`config.mk`:
```
export PLATFORM = sky130hd
export DESIGN_NAME = http_request_line_parser
export DESIGN_NICKNAME = d
export VERILOG_FILES = /design/src/hrlp_pkg.sv /design/src/http_request_line_parser.sv
export SDC_FILE = /design/constraint.sdc
export NUM_CORES = 1
export LEC_CHECK = 0
export ABC_AREA = 1
export CAP_MARGIN = 20
export CORE_ASPECT_RATIO = 0.7
export CORE_MARGIN = 2
export CORE_UTILIZATION = 65
export DETAILED_ROUTE_END_ITERATION = 6
export DONT_BUFFER_PORTS = 1
export PLACE_DENSITY = 0.81
export SLEW_MARGIN = 20
export SYNTH_ARGS = -nofsm -noshare
export SYNTH_HDL_FRONTEND = slang
export SYNTH_SLANG_ARGS = --single-unit
export TNS_END_PERCENT = 100
```
`constraint.sdc`:
```
create_clock -name i_clk -period 5.6 [get_ports i_clk]
set_input_delay 0.28 -clock i_clk [delete_from_list [all_inputs] [get_ports i_clk]]
set_output_delay 0.28 -clock i_clk [all_outputs]
set_load 0.1 [all_outputs]
```
`src/hrlp_pkg.sv`:
```
// Package for the HTTP request line parser: phase and method codes, character
// constants, the verb table and the result word layout.
// No dependencies.
package hrlp_pkg;

    typedef enum logic [3:0] {
        PH_IDLE   = 4'd0,
        PH_LEAD   = 4'd1,
        PH_METH   = 4'd2,
        PH_GAP1   = 4'd3,
        PH_URI    = 4'd4,
        PH_GAP2   = 4'd5,
        PH_VPRE0  = 4'd6,
        PH_VPRE   = 4'd7,
        PH_VSLASH = 4'd8,
        PH_MAJOR  = 4'd9,
        PH_MINOR  = 4'd10,
        PH_VREST  = 4'd11,
        PH_DONE   = 4'd12
    } t_phase;

    typedef enum logic [3:0] {
        M_GET     = 4'd0,
        M_POST    = 4'd1,
        M_PUT     = 4'd2,
        M_HEAD    = 4'd3,
        M_PATCH   = 4'd4,
        M_DELETE  = 4'd5,
        M_CONNECT = 4'd6,
        M_OPTIONS = 4'd7,
        M_TRACE   = 4'd8,
        M_UNKNOWN = 4'd9
    } t_method;

    typedef enum logic {
        KIND_URI     = 1'b0,
        KIND_SUMMARY = 1'b1
    } t_kind;

    localparam int NUM_VERBS = 9;
    localparam int VERB_MAX  = 7;
    localparam int VLEN_W    = 3;

    localparam logic [7:0] CH_NL    = 8'h0a;
    localparam logic [7:0] CH_SPACE = 8'h20;
    localparam logic [7:0] CH_DOT   = 8'h2e;
    localparam logic [7:0] CH_SLASH = 8'h2f;
    localparam logic [7:0] CH_ZERO  = 8'h30;
    localparam logic [7:0] CH_NINE  = 8'h39;

    localparam logic [6:0] VER_MAX = 7'd99;

    typedef struct packed {
        t_kind      kind;
        logic [7:0] uri;
        t_method    code;
        logic [6:0] major;
        logic [6:0] minor;
        logic       valid;
        logic       last;
    } t_result;

    // Verb text with the first character in the lowest byte.
    function automatic logic [VERB_MAX*8-1:0] verb_text(input t_method m);
        logic [VERB_MAX*8-1:0] t;
        unique case (m)
            M_GET:     t = (VERB_MAX*8)'("TEG");
            M_POST:    t = (VERB_MAX*8)'("TSOP");
            M_PUT:     t = (VERB_MAX*8)'("TUP");
            M_HEAD:    t = (VERB_MAX*8)'("DAEH");
            M_PATCH:   t = (VERB_MAX*8)'("HCTAP");
            M_DELETE:  t = (VERB_MAX*8)'("ETELED");
            M_CONNECT: t = (VERB_MAX*8)'("TCENNOC");
            M_OPTIONS: t = (VERB_MAX*8)'("SNOITPO");
            M_TRACE:   t = (VERB_MAX*8)'("ECART");
            default:   t = '0;
        endcase
        return t;
    endfunction

    function automatic logic [VLEN_W-1:0] verb_len(input t_method m);
        logic [VLEN_W-1:0] l;
        unique case (m)
            M_GET, M_PUT:                  l = 3'd3;
            M_POST, M_HEAD:                l = 3'd4;
            M_PATCH, M_TRACE:              l = 3'd5;
            M_DELETE:                      l = 3'd6;
            M_CONNECT, M_OPTIONS:          l = 3'd7;
            default:                       l = 3'd0;
        endcase
        return l;
    endfunction

    // Decimal accumulate with saturation at 99.
    function automatic logic [6:0] add_digit(input logic [6:0] acc, input logic [7:0] c);
        logic [10:0] v;
        logic [3:0]  d;
        d = c[3:0];
        v = {acc, 3'b000} + {3'b000, acc, 1'b0} + {7'd0, d};
        return (v > 11'(VER_MAX)) ? VER_MAX : v[6:0];
    endfunction

endpackage

```
`src/http_request_line_parser.sv`:
```
// HTTP request line parser top level: byte parser and a three-word result queue.
// Depends on hrlp_pkg.
//
//  channel | dir | tdata                              | tuser     | tlast
//  s_axis  | in  | byte_in[7:0]                       | -         | last_byte
//  m_axis  | out | uri_byte, method_code, major, ...  | item_kind | last_result
//
// Each byte is parsed in the cycle in which it is taken; its up to two
// words go into a three-entry queue whose head drives the output.
// s_axis_tready is high while the queue holds at most one word, so a steady
// stream of one word per byte runs at one byte per clock while m_axis_tready is high.
// Reset clears the parser state and empties the queue.
module http_request_line_parser
    import hrlp_pkg::*;
#(
    parameter int METHOD_CHARS = 8
) (
    input  logic        i_clk,
    input  logic        i_rst_n,
    input  logic        s_axis_tvalid,
    output logic        s_axis_tready,
    input  logic [7:0]  s_axis_tdata,   // [7:0] byte_in
    input  logic        s_axis_tlast,
    output logic        m_axis_tvalid,
    input  logic        m_axis_tready,
    output logic [31:0] m_axis_tdata,   // [7:0] uri_byte, [11:8] method_code,
                                        // [18:12] version_major,
                                        // [25:19] version_minor,
                                        // [26] version_valid, [31:27] zero
    output logic        m_axis_tuser,   // [0] item_kind
    output logic        m_axis_tlast
);

    localparam int LEN_W = $clog2(METHOD_CHARS + 1);
    localparam int QD    = 3;

    t_phase              r_phase, n_phase;
    logic [7:0]          r_chars [METHOD_CHARS];
    logic [7:0]          n_chars [METHOD_CHARS];
    logic [LEN_W-1:0]    r_len, n_len;
    logic                r_long, n_long;
    logic [6:0]          r_major, n_major;
    logic [6:0]          r_minor, n_minor;
    logic                r_seen, n_seen;

    t_result             r_q [QD];
    t_result             n_q [QD];
    logic [1:0]          r_count, n_count;

    logic [7:0]          c;
    logic                take;
    logic                is_dig;
    logic                line_end;
    logic                uri_out;
    logic                sum_out;
    logic                append;
    t_method             code;
    t_result             res_uri, res_sum, res0, res1;
    logic                push0, push1;
    logic                pop;
    logic [1:0]          base;

    assign c      = s_axis_tdata;
    assign take   = s_axis_tvalid && s_axis_tready;
    assign is_dig = (c >= CH_ZERO) && (c <= CH_NINE);

    always_comb begin
        n_phase  = r_phase;
        n_major  = r_major;
        n_minor  = r_minor;
        n_seen   = r_seen;
        n_long   = r_long;
        n_len    = r_len;
        append   = 1'b0;
        line_end = 1'b0;
        uri_out  = 1'b0;
        if (r_phase != PH_DONE) begin
            if (c == CH_NL) begin
                line_end = (r_phase != PH_IDLE);
            end else begin
                unique case (r_phase)
                    PH_IDLE, PH_LEAD, PH_METH: begin
                        if (c == CH_SPACE) begin
                            n_phase = (r_phase == PH_METH) ? PH_GAP1 : PH_LEAD;
                        end else begin
                            n_phase = PH_METH;
                            if (r_len < LEN_W'(METHOD_CHARS)) begin
                                append = 1'b1;
                                n_len  = r_len + 1'b1;
                            end else begin
                                n_long = 1'b1;
                            end
                        end
                    end
                    PH_GAP1, PH_URI: begin
                        if (c == CH_SPACE) begin
                            if (r_phase == PH_URI) begin
                                n_phase = PH_GAP2;
                            end
                        end else begin
                            n_phase = PH_URI;
                            uri_out = 1'b1;
                        end
                    end
                    PH_GAP2: begin
                        if (c != CH_SPACE) begin
                            n_phase = (c == CH_SLASH) ? PH_VPRE0 : PH_VPRE;
                        end
                    end
                    PH_VPRE0: begin
                        if (c == CH_SPACE) begin
                            n_phase = PH_VREST;
                        end else if (c != CH_SLASH) begin
                            n_phase = PH_VPRE;
                        end
                    end
                    PH_VPRE: begin
                        if (c == CH_SPACE) begin
                            n_phase = PH_VREST;
                        end else if (c == CH_SLASH) begin
                            n_phase = PH_VSLASH;
                        end
                    end
                    PH_VSLASH, PH_MAJOR: begin
                        if (is_dig) begin
                            n_major = add_digit(r_major, c);
                            n_seen  = 1'b1;
                            n_phase = PH_MAJOR;
                        end else if (c == CH_DOT) begin
                            n_phase = PH_MINOR;
                        end else if (!(c == CH_SLASH && r_phase == PH_VSLASH)) begin
                            n_phase = PH_VREST;
                        end
                    end
                    PH_MINOR: begin
                        if (is_dig) begin
                            n_minor = add_digit(r_minor, c);
                            n_seen  = 1'b1;
                        end else begin
                            n_phase = PH_VREST;
                        end
                    end
                    default: begin
                    end
                endcase
            end
        end
        sum_out = (r_phase != PH_DONE) && (line_end || s_axis_tlast);
        if (sum_out) begin
            n_phase = PH_DONE;
        end
    end

    always_comb begin
        for (int j = 0; j < METHOD_CHARS; j++) begin
            n_chars[j] = (append && r_len == LEN_W'(j)) ? c : r_chars[j];
        end
    end

    // Method match on the updated token; the lowest code wins.
    always_comb begin
        logic [VERB_MAX*8-1:0] txt;
        logic                  hit;
        code = M_UNKNOWN;
        for (int i = NUM_VERBS - 1; i >= 0; i--) begin
            txt = verb_text(t_method'(i));
            hit = (n_len == LEN_W'(verb_len(t_method'(i))));
            for (int p = 0; p < VERB_MAX; p++) begin
                if (p < int'(verb_len(t_method'(i))) && n_chars[p] != txt[p*8 +: 8]) begin
                    hit = 1'b0;
                end
            end
            if (hit) begin
                code = t_method'(i);
            end
        end
        if (n_long || n_len == '0) begin
            code = M_UNKNOWN;
        end
    end

    always_comb begin
        res_uri       = '0;
        res_uri.kind  = KIND_URI;
        res_uri.uri   = c;
        res_uri.code  = M_GET;
        res_uri.last  = !sum_out;
        res_sum       = '0;
        res_sum.kind  = KIND_SUMMARY;
        res_sum.code  = code;
        res_sum.major = n_major;
        res_sum.minor = n_minor;
        res_sum.valid = n_seen;
        res_sum.last  = 1'b1;
        res0  = uri_out ? res_uri : res_sum;
        res1  = res_sum;
        push0 = take && (uri_out || sum_out);
        push1 = take && uri_out && sum_out;
    end

    assign pop  = (r_count != 2'd0) && m_axis_tready;
    assign base = r_count - {1'b0, pop};

    always_comb begin
        for (int k = 0; k < QD; k++) begin
            if (pop && k < QD - 1) begin
                n_q[k] = r_q[(k + 1) % QD];
            end else begin
                n_q[k] = r_q[k];
            end
            if (push0 && base == 2'(k)) begin
                n_q[k] = res0;
            end
            if (push1 && (base + 2'd1) == 2'(k)) begin
                n_q[k] = res1;
            end
        end
        n_count = base + {1'b0, push0} + {1'b0, push1};
    end

    always_ff @(posedge i_clk) begin
        if (!i_rst_n) begin
            r_phase <= PH_IDLE;
            r_len   <= '0;
            r_long  <= 1'b0;
            r_major <= '0;
            r_minor <= '0;
            r_seen  <= 1'b0;
            r_count <= '0;
            for (int j = 0; j < METHOD_CHARS; j++) begin
                r_chars[j] <= '0;
            end
        end else begin
            r_count <= n_count;
            if (take) begin
                if (s_axis_tlast) begin
                    r_phase <= PH_IDLE;
                    r_len   <= '0;
                    r_long  <= 1'b0;
                    r_major <= '0;
                    r_minor <= '0;
                    r_seen  <= 1'b0;
                    for (int j = 0; j < METHOD_CHARS; j++) begin
                        r_chars[j] <= '0;
                    end
                end else begin
                    r_phase <= n_phase;
                    r_len   <= n_len;
                    r_long  <= n_long;
                    r_major <= n_major;
                    r_minor <= n_minor;
                    r_seen  <= n_seen;
                    r_chars <= n_chars;
                end
            end
        end
    end

    always_ff @(posedge i_clk) begin
        r_q <= n_q;
    end

    assign s_axis_tready = (r_count <= 2'd1);
    assign m_axis_tvalid = (r_count != 2'd0);
    assign m_axis_tdata  = {5'd0, r_q[0].valid, r_q[0].minor, r_q[0].major,
                            r_q[0].code, r_q[0].uri};
    assign m_axis_tuser  = r_q[0].kind;
    assign m_axis_tlast  = r_q[0].last;

endmodule
```
==> implementation parameters, run 1 <==
Parameter                              Value

Status
  Run status    completed

Final layout
  Share of layout cells above drive strength 1    under 10%
  Growth of design area from synthesis to finish    3.172%
  Final net count    between 1500 and 2000
  Antenna diode count    0
  Post-route cell area    about 11000 µm²
  Multi-input gate area in the final layout    ~5700 µm²
  Register area    around 4000 µm²
  Number of fillers in the final layout    roughly 1400

Synth
  Post-synthesis instance total    approximately 1600
  Mapped Area    10930 µm²
  Largest cells by area after synthesis    sky130_fd_sc_hd__dfxtp_1 21%, sky130_fd_sc_hd__edfxtp_1 16%, sky130_fd_sc_hd__nand2_1 15%, sky130_fd_sc_hd__a21oi_1 5.8%, sky130_fd_sc_hd__nor2_1 5.4%
  EDFF count, synth    57
  Top cell type's share of synthesized area    20.52%
  Async SR Flop Fraction    0%
  Largest area contributor in the synthesized netlist    sky130_fd_sc_hd__dfxtp_1
  Flip-flop and latch count after synthesis    between 150 and 200
  Number of distinct library cell variants in the gate-level netlist after synthesis    55
  Portion of the post-synthesis area used by sequential elements    around 36%
  Top FF cell, synth    sky130_fd_sc_hd__dfxtp_1
  Synth warnings    0
  Mean post-synth cell area    about 6.9 µm²

Clocking
  Clock latency on the worst-skew pair    between 0.4 and 0.5 ns
  TritonCTS buffer count    17
  TritonCTS clock tree    done
  Number of gates given a new drive strength after cts    0
  Htree depth    4
  Number of sinks driven by the clock tree    ~170
  Number of setup buffers added after CTS    0
  Reg clk slew, reported paths    approximately 0.07 ns
  Root buffer selected by CTS    sky130_fd_sc_hd__clkbuf_16
  Max Buffers Root-to-Sink    2

Power
  Combinational cell fraction of total power    roughly 22%
  Part of the total power dissipated in the clock network    approximately a quarter
  Total design power    about 4700 µW
  Peak ir drop on the vdd network    around 0.00046 V
  Internal Power    2461 µW
  P per Cell Area    412.7 nW/µm²
  Leak Pwr    0.004501 µW
  Fraction of power spent switching nets    ~47%
  Sw power    approximately 2200 µW
  Part of the power in registers    between 50 and 60%

Timing
  Period utilisation layout    89.75%
  Final worst clock skew    between 0.01 and 0.015 ns
  Pins over their slew limit    0
  Final-report hold violation count    0
  Achievable Freq    between 150 and 200 MHz
  Actual slew at the worst max-slew pin    ~1.1 ns
  TNS Setup    0 ns
  Worst-case headroom to the max-slew limit    29.72%
  Final critical-path setup slack    between 0.5 and 0.6 ns
  Period minus WS final    approximately 5.0 ns
  RSZ-0062 raised after global routing    no
  Endpoints failing setup    0

Route
  Routed length per placed instance    around 18 µm
  Number of vias in the routed layout    10548
  First DRT Iteration DRCs    around 1600
  Number of design rule violations left after detail routing    0
  Routed wire length    around 31000 µm
  Number of detailed-routing iterations run before antenna repair    7
  Routed vias/inst    6.062
  Antenna Nets Post-Route    0

Placed design
  Place WS    about 0.76 ns
  Count of input and output buffers    0
  Final Wtd Congestion    a little under 1
  HPWL after DPL    between 20000 and 25000 µm
  Cell area after placement    about 11000 µm²

Worst setup path
  Cell type of the slowest stage on the worst timing path    sky130_fd_sc_hd__nand2_1
  Maximum net fanout on the critical path    29
  Startpoint class of the critical path    register
  Critical path cell sequence    nor2_1 > inv_1 > buf_4 > nand2_1 > inv_1 > ha_1 > xnor2_1 > inv_1 > nor3_2 > buf_4 > inv_1 > nor2_1 > inv_1 > nand2_1 > inv_1 > a32o_1
  CP max stage delay    ~0.66 ns
  Worst Setup Path Type    reg -> reg
  Critical Path RT    just under 6 ns
  Most frequent CP cell    sky130_fd_sc_hd__inv_1
  Critical path data arrival time    ~5.4 ns
  CP Capture Type    register

Floorplanning
  Placeable core region    between 15000 and 20000 µm²
  Effective utilization at floorplan    approximately two thirds
  Die Wd    roughly 160 µm
  Die boundary height    about 110 µm
  Top-level port count    49
  Number of placement rows    39
  Die outline area    17880 µm²

GRT
  Gr usage total    a little over a third
  Congestion Overflow GR    0
  Maximum number of pins on one net before global-route repair    a little under 80
  Wire length of the first global-routing pass    ~50000 µm
  Initial antenna violation count    0
  Number of global-route vias before repair    9442

Flow run
  Maxcap violations    0

Worst hold path
  Min-Delay Path Class    in -> reg
[cell type report]
class / count / area share (%)
clock buffers: 17 / 3.774
inverters: 168 / 5.594
flip-flops and latches: 169 / 35.07
repair buffers: 14 / 1.110
clock inverters: 15 / 1.321
multi-input cells: 1132 / 50.63
well taps: 225 / 2.497
[layer usage]
metal / track usage (%) / share of wire (%) / routed length (µm)
met2: 48.15 / 39 / 11990
met4: 10.18 / 2.0 / 607
met5: 0 / 0 / 0
met1: 53.45 / 45 / 13870
met3: 10.57 / 15 / 4643
[final timing paths]
kind / from / to / slack [ns] / cells past startpoint
max: r_count[1]$_SDFF_PN0_ / r_q[25]$_SDFFE_PP0P_ / 0.57 / 16
min reg2reg: r_chars[23]$_SDFFE_PN0P_ / r_chars[23]$_SDFFE_PN0P_ / 0.46 / 2
min: i_rst_n / r_count[1]$_SDFF_PN0_ / 0.01 / 2
max reg2reg: r_count[1]$_SDFF_PN0_ / r_q[25]$_SDFFE_PP0P_ / 0.57 / 16
[cell families after synthesis]
| group | Yosys count | synth area share, % |
|---|---|---|
| compound gates | 260 | 13.34 |
| xor+xnor | 6 | 0.4809 |
| flops | 169 | 36.18 |
| fa+ha+maj | 36 | 4.466 |
| buf+inv | 280 | 11.91 |
| simple gates | 825 | 33.59 |
| other cells | 1 | 0.03432 |
[repair_timing]
action                                  in CTS  in global routing
hold buffers                                 3                  0
hold endpoints to repair                     3                  0
endpoints found under the setup margin       0                  0
[power by group through the flow]
stage | clock network (µW) | registers, µW | logic, µW
floorplan | 0 | 1730 | 1630
detailed placement | 0 | 2470 | 988
global placement | 0 | 2460 | 974
global route | 1220 | 2470 | 1140
CTS | 1170 | 2440 | 1010
finish | 1170 | 2450 | 1040
[worst max-delay path, delay by kind of cell, from the launching register on]
kind | cells | cell delay [ns]
compound gates | 1 | 0.29
xor+xnor | 1 | 0.38
fa+ha+maj | 1 | 0.28
buf+inv | 8 | 1.96
flops | 1 | 0.33
simple gates | 5 | 1.66
[flip-flops by register name (all words and copies together), names as in the netlist]
signal,count
r_long,1
r_q,58
r_phase,4
m_axis_tuser,1
r_minor,7
r_major,7
m_axis_tdata,27
r_count,2
r_seen,1
r_len,4
m_axis_tlast,1
r_chars,56
[placed cells by master (no fill, tap or decap), types with 4 or more instances in the layout]
| cell | Yosys | final |
|---|---|---|
| sky130_fd_sc_hd__nor2_1 | 156 | 154 |
| sky130_fd_sc_hd__clkinv_1 | 3 | 4 |
| sky130_fd_sc_hd__a211oi_1 | 4 | 4 |
| sky130_fd_sc_hd__a21oi_1 | 127 | 127 |
| sky130_fd_sc_hd__nor2_2 | 15 | 16 |
| sky130_fd_sc_hd__nand2_2 | 16 | 18 |
| sky130_fd_sc_hd__or2_2 | 8 | 8 |
| sky130_fd_sc_hd__inv_1 | 151 | 151 |
| sky130_fd_sc_hd__o21ai_1 | 9 | 9 |
| sky130_fd_sc_hd__dfxtp_1 | 112 | 112 |
| sky130_fd_sc_hd__buf_4 | 35 | 10 |
| sky130_fd_sc_hd__nand3_2 | 5 | 5 |
| sky130_fd_sc_hd__inv_6 | 0 | 5 |
| sky130_fd_sc_hd__inv_8 | 0 | 5 |
| sky130_fd_sc_hd__o32ai_1 | 6 | 6 |
| sky130_fd_sc_hd__and2_1 | 4 | 4 |
| sky130_fd_sc_hd__nor3_1 | 12 | 12 |
| sky130_fd_sc_hd__nand2_1 | 438 | 436 |
| sky130_fd_sc_hd__o21a_1 | 6 | 6 |
| sky130_fd_sc_hd__o21ai_0 | 69 | 69 |
| sky130_fd_sc_hd__conb_1 | 1 | 5 |
| sky130_fd_sc_hd__edfxtp_1 | 57 | 57 |
| sky130_fd_sc_hd__a22oi_1 | 7 | 7 |
| sky130_fd_sc_hd__fa_1 | 5 | 5 |
| sky130_fd_sc_hd__nand3b_1 | 5 | 5 |
| sky130_fd_sc_hd__nand3_1 | 91 | 91 |
| sky130_fd_sc_hd__xnor2_1 | 5 | 5 |
| sky130_fd_sc_hd__o211ai_1 | 9 | 9 |
| sky130_fd_sc_hd__clkbuf_16 | 0 | 17 |
| sky130_fd_sc_hd__nand4_1 | 60 | 60 |
| sky130_fd_sc_hd__inv_2 | 14 | 14 |
| sky130_fd_sc_hd__o22ai_1 | 8 | 8 |
| sky130_fd_sc_hd__ha_1 | 31 | 31 |
[cells in the mapped netlist, drive strengths merged (2+ instances only)]
cell type,instances
a211oi,4
a21oi,127
a221o,3
a22oi,7
a32o,2
and2,4
buf,70
clkbuf,42
clkinv,3
dfxtp,112
edfxtp,57
fa,5
ha,31
inv,165
nand2,454
nand3,99
nand3b,5
nand4,63
nor2,174
nor3,16
o2111ai,2
o211ai,9
o21a,6
o21ai,80
o22ai,8
o32ai,6
or2,8
xnor2,5
[through the flow]
step	hold slack [ns]	util, %	cells
finish	0.01350	68.76	1740
global route	0.01145	68.76	1740
CTS	0.005559	68.73	1740
detailed placement	0.4323	65.04	1705
global placement	0.4301	65.04	1705
floorplan	0.4184	-	1581
No activity file was read; power rests on OpenSTA's default activity.
==> inputs of run 2 (changes only) <==
--- a/config.mk
+++ b/config.mk
@@ -12,7 +12,7 @@
 export CORE_UTILIZATION = 65
 export DETAILED_ROUTE_END_ITERATION = 6
 export DONT_BUFFER_PORTS = 1
-export PLACE_DENSITY = 0.81
+export PLACE_DENSITY = 0.83
 export SLEW_MARGIN = 20
 export SYNTH_ARGS = -nofsm -noshare
 export SYNTH_HDL_FRONTEND = slang
==> run 2 against run 1 <==
  * First-iteration DRC count fell by 7.2%
  * Via count rose by 0.15%
  * Clock-buffer cell count rose by 1
  * Critical path depth did not move
  * Non-clock buffer count rose by 5
  * Sequential power barely moved
  * Register-to-register slack improved by 0.12 ns
  * Clock power barely moved
  * Worst hold slack improved by 0.012 ns
  * Worst setup slack improved by 0.12 ns
  * Die area did not move
==> implementation parameters, run 2 (same netlist as run 1, synthesis figures left out) <==
Parameter                              Value

Timing
  Worst-case headroom to the max-slew limit    between 20% and 30%
  Period utilisation layout    87.63%
  Pins over their slew limit    0
  Final hold slack    ~0.026 ns
  RSZ-0062 raised after global routing    no
  Actual slew at the worst max-slew pin    approximately 1.1 ns
  TNS Setup    0 ns
  Final-report hold violation count    0
  Endpoints failing setup    0
  Period minus WS final    between 4 and 5 ns
  Final worst clock skew    about 0.011 ns
  Achievable Freq    203.8 MHz

Status
  Run status    completed

Final layout
  Multi-input gate area in the final layout    between 5000 and 6000 µm²
  Share of layout cells above drive strength 1    slightly above 8%
  Final net count    approximately 1600
  Growth of design area from synthesis to finish    3.768%
  Leading cell type in the layout, fill and taps excluded    sky130_fd_sc_hd__nand2_1
  Largest Register    r_q
  Commonest cells after routing, fill and taps aside    436 x sky130_fd_sc_hd__nand2_1, 154 x sky130_fd_sc_hd__nor2_1, 151 x sky130_fd_sc_hd__inv_1, 127 x sky130_fd_sc_hd__a21oi_1, 112 x sky130_fd_sc_hd__dfxtp_1
  Final standard cell count with taps included and fillers excluded    1746
  Register area    3954 µm²
  Largest register FFs    58
  Number of fillers in the final layout    roughly 1400
  Core utilization of the finished layout    about 69%

Clocking
  Max Buffers Root-to-Sink    2
  Number of sinks driven by the clock tree    ~170
  Number of gates given a new drive strength after cts    0
  Htree depth    4
  TritonCTS buffer count    17
  Reg clk slew, reported paths    ~0.070 ns
  TritonCTS clock tree    done
  Root buffer selected by CTS    sky130_fd_sc_hd__clkbuf_16
  Clock latency on the worst-skew pair    between 0.4 and 0.5 ns

Floorplanning
  Die boundary height    about 110 µm
  Die outline area    between 15000 and 20000 µm²
  Effective utilization at floorplan    66.64%
  Placeable core region    approximately 16000 µm²
  Top-level port count    49
  Number of placement rows    39
  Die Wd    ~160 µm

Worst setup path
  Kind of cell adding the most delay to the critical path    buffers and inverters
  Critical path cell sequence    nor2_1 > inv_1 > buf_4 > nand2_1 > inv_1 > ha_1 > xnor2_1 > inv_1 > nor3_2 > buf_4 > inv_1 > nor2_1 > inv_1 > nand2_1 > inv_1 > a32o_1
  CP Capture Type    register
  Most frequent CP cell    sky130_fd_sc_hd__inv_1
  Critical Path RT    approximately 6 ns
  Count of buffer and inverter cells on the critical path    8
  Cell type of the slowest stage on the worst timing path    sky130_fd_sc_hd__nand2_1
  Startpoint class of the critical path    register
  Worst Setup Path Type    reg -> reg
  CP max stage delay    about 0.65 ns
  Maximum net fanout on the critical path    29
  Critical path data arrival time    roughly 5.2 ns

Power
  Total design power    4695 µW
  Part of the power in registers    between 50% and 60%
  Sw power    between 2000 and 2500 µW
  Combinational cell fraction of total power    around 22%
  Peak ir drop on the vdd network    around 0.0006 V
  Part of the total power dissipated in the clock network    25.4%
  Leak Pwr    0.004534 µW
  Fraction of power spent switching nets    roughly 47%
  P per Cell Area    between 400 and 500 nW/µm²
  Internal Power    2488 µW

Worst hold path
  Min-Delay Path Class    in -> reg

Placed design
  Final Wtd Congestion    just over 1
  Count of input and output buffers    0
  Cells after DPL    roughly 1700
  HPWL after DPL    ~21000 µm

GRT
  Initial antenna violation count    0
  Wire length of the first global-routing pass    roughly 50000 µm
  Maximum number of pins on one net before global-route repair    around 80
  Number of global-route vias before repair    ~9500
  Congestion Overflow GR    0
  Gr usage total    35.30%

Route
  First DRT Iteration DRCs    ~1400
  Routed wire length    ~31000 µm
  Number of vias in the routed layout    10564
  Number of design rule violations left after detail routing    0
  Antenna Nets Post-Route    0
  Routed length per placed instance    around 18 µm
  Number of detailed-routing iterations run before antenna repair    6
  Routed vias/inst    6.050

Flow run
  Maxcap violations    0
[run 2: through the flow]
| step | area, µm² | setup WS [ns] |
|---|---|---|
| CTS | 11300 | 0.7904 |
| global route | 11340 | 0.2351 |
| detailed placement | 10670 | 0.8383 |
| finish | 11340 | 0.6926 |
| global placement | 10670 | 1.057 |
| floorplan | 10940 | 1.933 |
[run 2: worst register-to-register path, stage by stage (launching register included)]
cell	delay [ns]
sky130_fd_sc_hd__dfxtp_1	0.34
sky130_fd_sc_hd__nor2_1	0.09
sky130_fd_sc_hd__inv_1	0.05
sky130_fd_sc_hd__buf_4	0.23
sky130_fd_sc_hd__nand2_1	0.35
sky130_fd_sc_hd__inv_1	0.31
sky130_fd_sc_hd__ha_1	0.29
sky130_fd_sc_hd__xnor2_1	0.37
sky130_fd_sc_hd__inv_1	0.21
sky130_fd_sc_hd__nor3_2	0.19
sky130_fd_sc_hd__buf_4	0.32
sky130_fd_sc_hd__inv_1	0.43
sky130_fd_sc_hd__nor2_1	0.31
sky130_fd_sc_hd__inv_1	0.13
sky130_fd_sc_hd__nand2_1	0.65
sky130_fd_sc_hd__inv_1	0.27
sky130_fd_sc_hd__a32o_1	0.27
[run 2: path summary, 6_finish.rpt]
| path | cells after the start | to | startpoint | slack [ns] |
|---|---|---|---|---|
| max reg2reg | 16 | r_q[25]$_SDFFE_PP0P_ | r_count[1]$_SDFF_PN0_ | 0.69 |
| min | 2 | r_q[20]$_SDFFE_PP0P_ | s_axis_tdata[0] | 0.03 |
| min reg2reg | 2 | r_chars[31]$_SDFFE_PN0P_ | r_chars[31]$_SDFFE_PN0P_ | 0.46 |
| max | 16 | r_q[25]$_SDFFE_PP0P_ | r_count[1]$_SDFF_PN0_ | 0.69 |
[run 2: routing by layer]
layer / track usage (%) / vias to the layer above / wire [µm]
li1: - / 5023 / -
met1: 51.46 / 4834 / 13530
met2: 48.70 / 647 / 12560
met3: 13.86 / 60 / 4714
met4: 9.091 / 0 / 542
met5: 0 / - / 0
[run 2: what timing repair did]
item / CTS / global route
setup endpoints to repair: 0 / 0
hold buffers: 4 / 0
hold endpoints to repair: 5 / 0
setup buffers: 0 / 0
[run 2: area by class of cell]
| cell class | count | area share, % |
|---|---|---|
| flip-flops and latches | 169 | 34.87 |
| well taps | 225 | 2.483 |
| diodes | 1 | 0.02207 |
| inverters | 168 | 5.562 |
| repair buffers | 19 | 1.523 |
| clock inverters | 14 | 1.324 |
| clock buffers | 18 | 3.873 |
| multi-input cells | 1132 | 50.34 |
[run 2: power by group through the flow]
| stage | registers (µW) | logic, µW | clock network (µW) |
|---|---|---|---|
| 2_1_floorplan | 1730 | 1630 | 0 |
| 3_3_place_gp | 2470 | 966 | 0 |
| 3_5_place_dp | 2480 | 991 | 0 |
| 4_1_cts | 2450 | 1010 | 1200 |
| 5_1_grt | 2480 | 1150 | 1240 |
| 6_report | 2460 | 1050 | 1190 |
==> inputs of run 3 (changes only) <==
--- a/config.mk
+++ b/config.mk
@@ -7,12 +7,14 @@
 export LEC_CHECK = 0
 export ABC_AREA = 1
 export CAP_MARGIN = 20
+export CELL_PAD_IN_SITES_DETAIL_PLACEMENT = 0
+export CELL_PAD_IN_SITES_GLOBAL_PLACEMENT = 1
 export CORE_ASPECT_RATIO = 0.7
 export CORE_MARGIN = 2
-export CORE_UTILIZATION = 65
+export CORE_UTILIZATION = 47
 export DETAILED_ROUTE_END_ITERATION = 6
 export DONT_BUFFER_PORTS = 1
-export PLACE_DENSITY = 0.83
+export PLACE_DENSITY = 0.82
 export SLEW_MARGIN = 20
 export SYNTH_ARGS = -nofsm -noshare
 export SYNTH_HDL_FRONTEND = slang
==> constraint.sdc (replaced) <==
create_clock -name i_clk -period 5.3 [get_ports i_clk]
set_input_delay 0.265 -clock i_clk [delete_from_list [all_inputs] [get_ports i_clk]]
set_output_delay 0.265 -clock i_clk [all_outputs]
set_load 0.1 [all_outputs]
==> run 3 against run 2 <==
  * Critical path type unchanged
  * Non-clock buffer count increased by 6
  * Maximum frequency increased by 9.1%
  * Critical endpoint unchanged
  * Highest routed layer unchanged
  * Worst hold slack got worse by 0.0072 ns
  * Critical path depth unchanged
  * Clock-buffer cell count increased by 1
  * Total power increased by 4.0%
==> implementation parameters, run 3 (same netlist as run 1, synthesis figures left out) <==
Parameter                              Value

Worst hold path
  Hold Crit Endpoint    r_q[23]$_SDFFE_PP0P_
  Hold_sp    s_axis_tdata[3]
  Worst hold path stage count    2
  Min-Delay Path Class    in -> reg

Worst setup path
  Kind of cell adding the most delay to the critical path    simple AND/OR/NAND/NOR gates
  Critical path cell sequence    nor2_1 > inv_1 > buf_4 > nand2_1 > inv_1 > ha_1 > xnor2_1 > inv_1 > nor3_2 > inv_1 > buf_4 > nor2_1 > inv_1 > nand2_1 > inv_1 > a32o_1
  Startpoint class of the critical path    register
  Critical Path RT    about 5.6 ns
  Critical path data arrival time    4.83 ns
  Cell type of the slowest stage on the worst timing path    sky130_fd_sc_hd__nand2_1
  CP Capture Type    register
  Maximum net fanout on the critical path    25
  Cell depth of the worst flop-to-flop path    16
  Start of the worst register-to-register path    r_count[1]$_SDFF_PN0_
  CP max stage delay    0.75 ns
  Worst Setup Path Type    reg -> reg
  Worst r2r dst    r_q[25]$_SDFFE_PP0P_
  Most frequent CP cell    sky130_fd_sc_hd__inv_1
  Reg-to-reg slack, setup    approximately 0.8 ns
  Count of buffer and inverter cells on the critical path    8

Placed design
  Final Wtd Congestion    about 0.94
  Cell area after placement    about 11000 µm²
  Place WS    around 0.83 ns
  HPWL after DPL    about 23000 µm
  Count of input and output buffers    0

GRT
  Initial antenna violation count    0
  Number of global-route vias before repair    9271
  Maximum number of pins on one net before global-route repair    72
  Gr usage total    about 29%
  Wire length of the first global-routing pass    53390 µm
  Congestion Overflow GR    0

Final layout
  Register area    3954 µm²
  Number of fillers in the final layout    roughly 2400
  Largest register FFs    just under 60
  Antenna diode count    0
  Growth of design area from synthesis to finish    4.534%
  Leading cell type in the layout, fill and taps excluded    sky130_fd_sc_hd__nand2_1
  Share of layout cells above drive strength 1    approximately 8%
  Commonest cells after routing, fill and taps aside    437 x sky130_fd_sc_hd__nand2_1, 154 x sky130_fd_sc_hd__nor2_1, 151 x sky130_fd_sc_hd__inv_1, 127 x sky130_fd_sc_hd__a21oi_1, 112 x sky130_fd_sc_hd__dfxtp_1
  Post-route cell area    11420 µm²
  Core utilization of the finished layout    roughly half
  Multi-input gate area in the final layout    about 5700 µm²
  Largest Register    r_q
  Final net count    around 1600

Timing
  Final critical-path setup slack    ~0.8 ns
  Endpoints failing setup    0
  Actual slew at the worst max-slew pin    approximately 1.1 ns
  Pins over their slew limit    0
  Period utilisation layout    around 85%
  Achievable Freq    approximately 220 MHz
  Worst-case headroom to the max-slew limit    between 20% and 30%
  Final-report hold violation count    0
  RSZ-0062 raised after global routing    no
  Period minus WS final    ~4.5 ns
  TNS Setup    0 ns
  Final worst clock skew    approximately 0.016 ns

Power
  P per Cell Area    ~430 nW/µm²
  Internal Power    between 2000 and 3000 µW
  Part of the power in registers    53.1%
  Peak ir drop on the vdd network    0.0004649 V
  Combinational cell fraction of total power    a little under a quarter
  Sw power    between 2000 and 2500 µW
  Fraction of power spent switching nets    between 40% and 50%
  Leak Pwr    approximately 0.0045 µW
  Part of the total power dissipated in the clock network    24.2%

Clocking
  Clock latency on the worst-skew pair    ~0.44 ns
  Root buffer selected by CTS    sky130_fd_sc_hd__clkbuf_16
  Htree depth    4
  Max Buffers Root-to-Sink    2
  TritonCTS clock tree    done
  Reg clk slew, reported paths    0.07 ns
  Number of setup buffers added after CTS    0
  TritonCTS buffer count    17
  Number of sinks driven by the clock tree    about 170

Route
  First DRT Iteration DRCs    1092
  Routed vias/inst    5.575
  Routed wire length    about 34000 µm
  Routed length per placed instance    ~18 µm
  Antenna Nets Post-Route    0
  Number of design rule violations left after detail routing    0
  Number of detailed-routing iterations run before antenna repair    5
  Number of vias in the routed layout    ~10000

Status
  Run status    completed

Floorplanning
  Placeable core region    22730 µm²
  Die Wd    between 150 and 200 µm
  Effective utilization at floorplan    48.06%
  Top-level port count    a little under 50
  Die outline area    around 25000 µm²
  Die boundary height    131.6 µm
  Number of placement rows    46

Flow run
  Maxcap violations    0
==> run 3: cell count changes in the layout (fill, tap and decap cells not counted), sizes merged <==
cell / change
inv: -6
buf: +5
clkinv: +4
clkbuf: +1
clkinvlp: +1
diode: -1
dlygate4sd3: +1
==> run 3: layout make-up <==
type                    count  share of cell area, %
multi-input cells        1132                  49.95
flip-flops and latches    169                  34.61
inverters                 168                  5.521
clock buffers              19                  3.878
well taps                 312                  3.418
repair buffers             25                  1.753
clock inverters            13                 0.8654
==> run 3: how the worst max path moves through the flow <==
stage	start	end	depth (start not counted)	slack (ns)
after detailed placement	r_count[1]$_SDFF_PN0_	r_q[24]$_SDFFE_PP0P_	16	0.83
after global routing	r_count[1]$_SDFF_PN0_	r_q[25]$_SDFFE_PP0P_	16	0.33
final	r_count[1]$_SDFF_PN0_	r_q[25]$_SDFFE_PP0P_	16	0.80
after floorplan	r_count[1]$_SDFF_PN0_	r_q[24]$_SDFFE_PP0P_	15	1.63
after CTS	r_count[1]$_SDFF_PN0_	r_q[24]$_SDFFE_PP0P_	16	0.81
after global placement	r_count[1]$_SDFF_PN0_	r_q[25]$_SDFFE_PP0P_	16	0.90
==> run 3: power groups by stage <==
stage / sequential, µW / clock (µW) / combinational [µW]
2_1_floorplan: 1820 / 0 / 1730
3_3_place_gp: 2610 / 0 / 1090
5_1_grt: 2620 / 1260 / 1230
4_1_cts: 2590 / 1210 / 1100
6_report: 2590 / 1180 / 1110
3_5_place_dp: 2610 / 0 / 1090
==> run 3: worst register-to-register path, stage by stage, from the launching register on <==
cell                      delay, ns
sky130_fd_sc_hd__dfxtp_1       0.34
sky130_fd_sc_hd__nor2_1        0.09
sky130_fd_sc_hd__inv_1         0.04
sky130_fd_sc_hd__buf_4         0.22
sky130_fd_sc_hd__nand2_1       0.39
sky130_fd_sc_hd__inv_1         0.31
sky130_fd_sc_hd__ha_1          0.28
sky130_fd_sc_hd__xnor2_1       0.38
sky130_fd_sc_hd__inv_1         0.20
sky130_fd_sc_hd__nor3_2        0.22
sky130_fd_sc_hd__inv_1         0.06
sky130_fd_sc_hd__buf_4         0.22
sky130_fd_sc_hd__nor2_1        0.19
sky130_fd_sc_hd__inv_1         0.10
sky130_fd_sc_hd__nand2_1       0.75
sky130_fd_sc_hd__inv_1         0.32
sky130_fd_sc_hd__a32o_1        0.29
==> run 3: per-stage QoR <==
step,instances,hold slack (ns),total power [µW]
finish,1838,0.01836,4884
global route,1838,0.01491,5105
CTS,1838,0.003299,4898
detailed placement,1801,0.4174,3706
global placement,1801,0.4210,3702
floorplan,1581,0.4034,3551
==> run 3: repair_timing <==
item / CTS / global route
gates resized for setup: 0 / 0
hold buffers: 5 / 0
hold endpoints to repair: 6 / 0
==> run 3: metal layers <==
metal / vias up / GRT usage [%] / wire (µm)
met1: 4745 / 45.97 / 17160
met3: 24 / 6.153 / 3236
li1: 5040 / - / -
met2: 438 / 38.23 / 13150
met4: 0 / 5.774 / 329
met5: - / 0 / 0
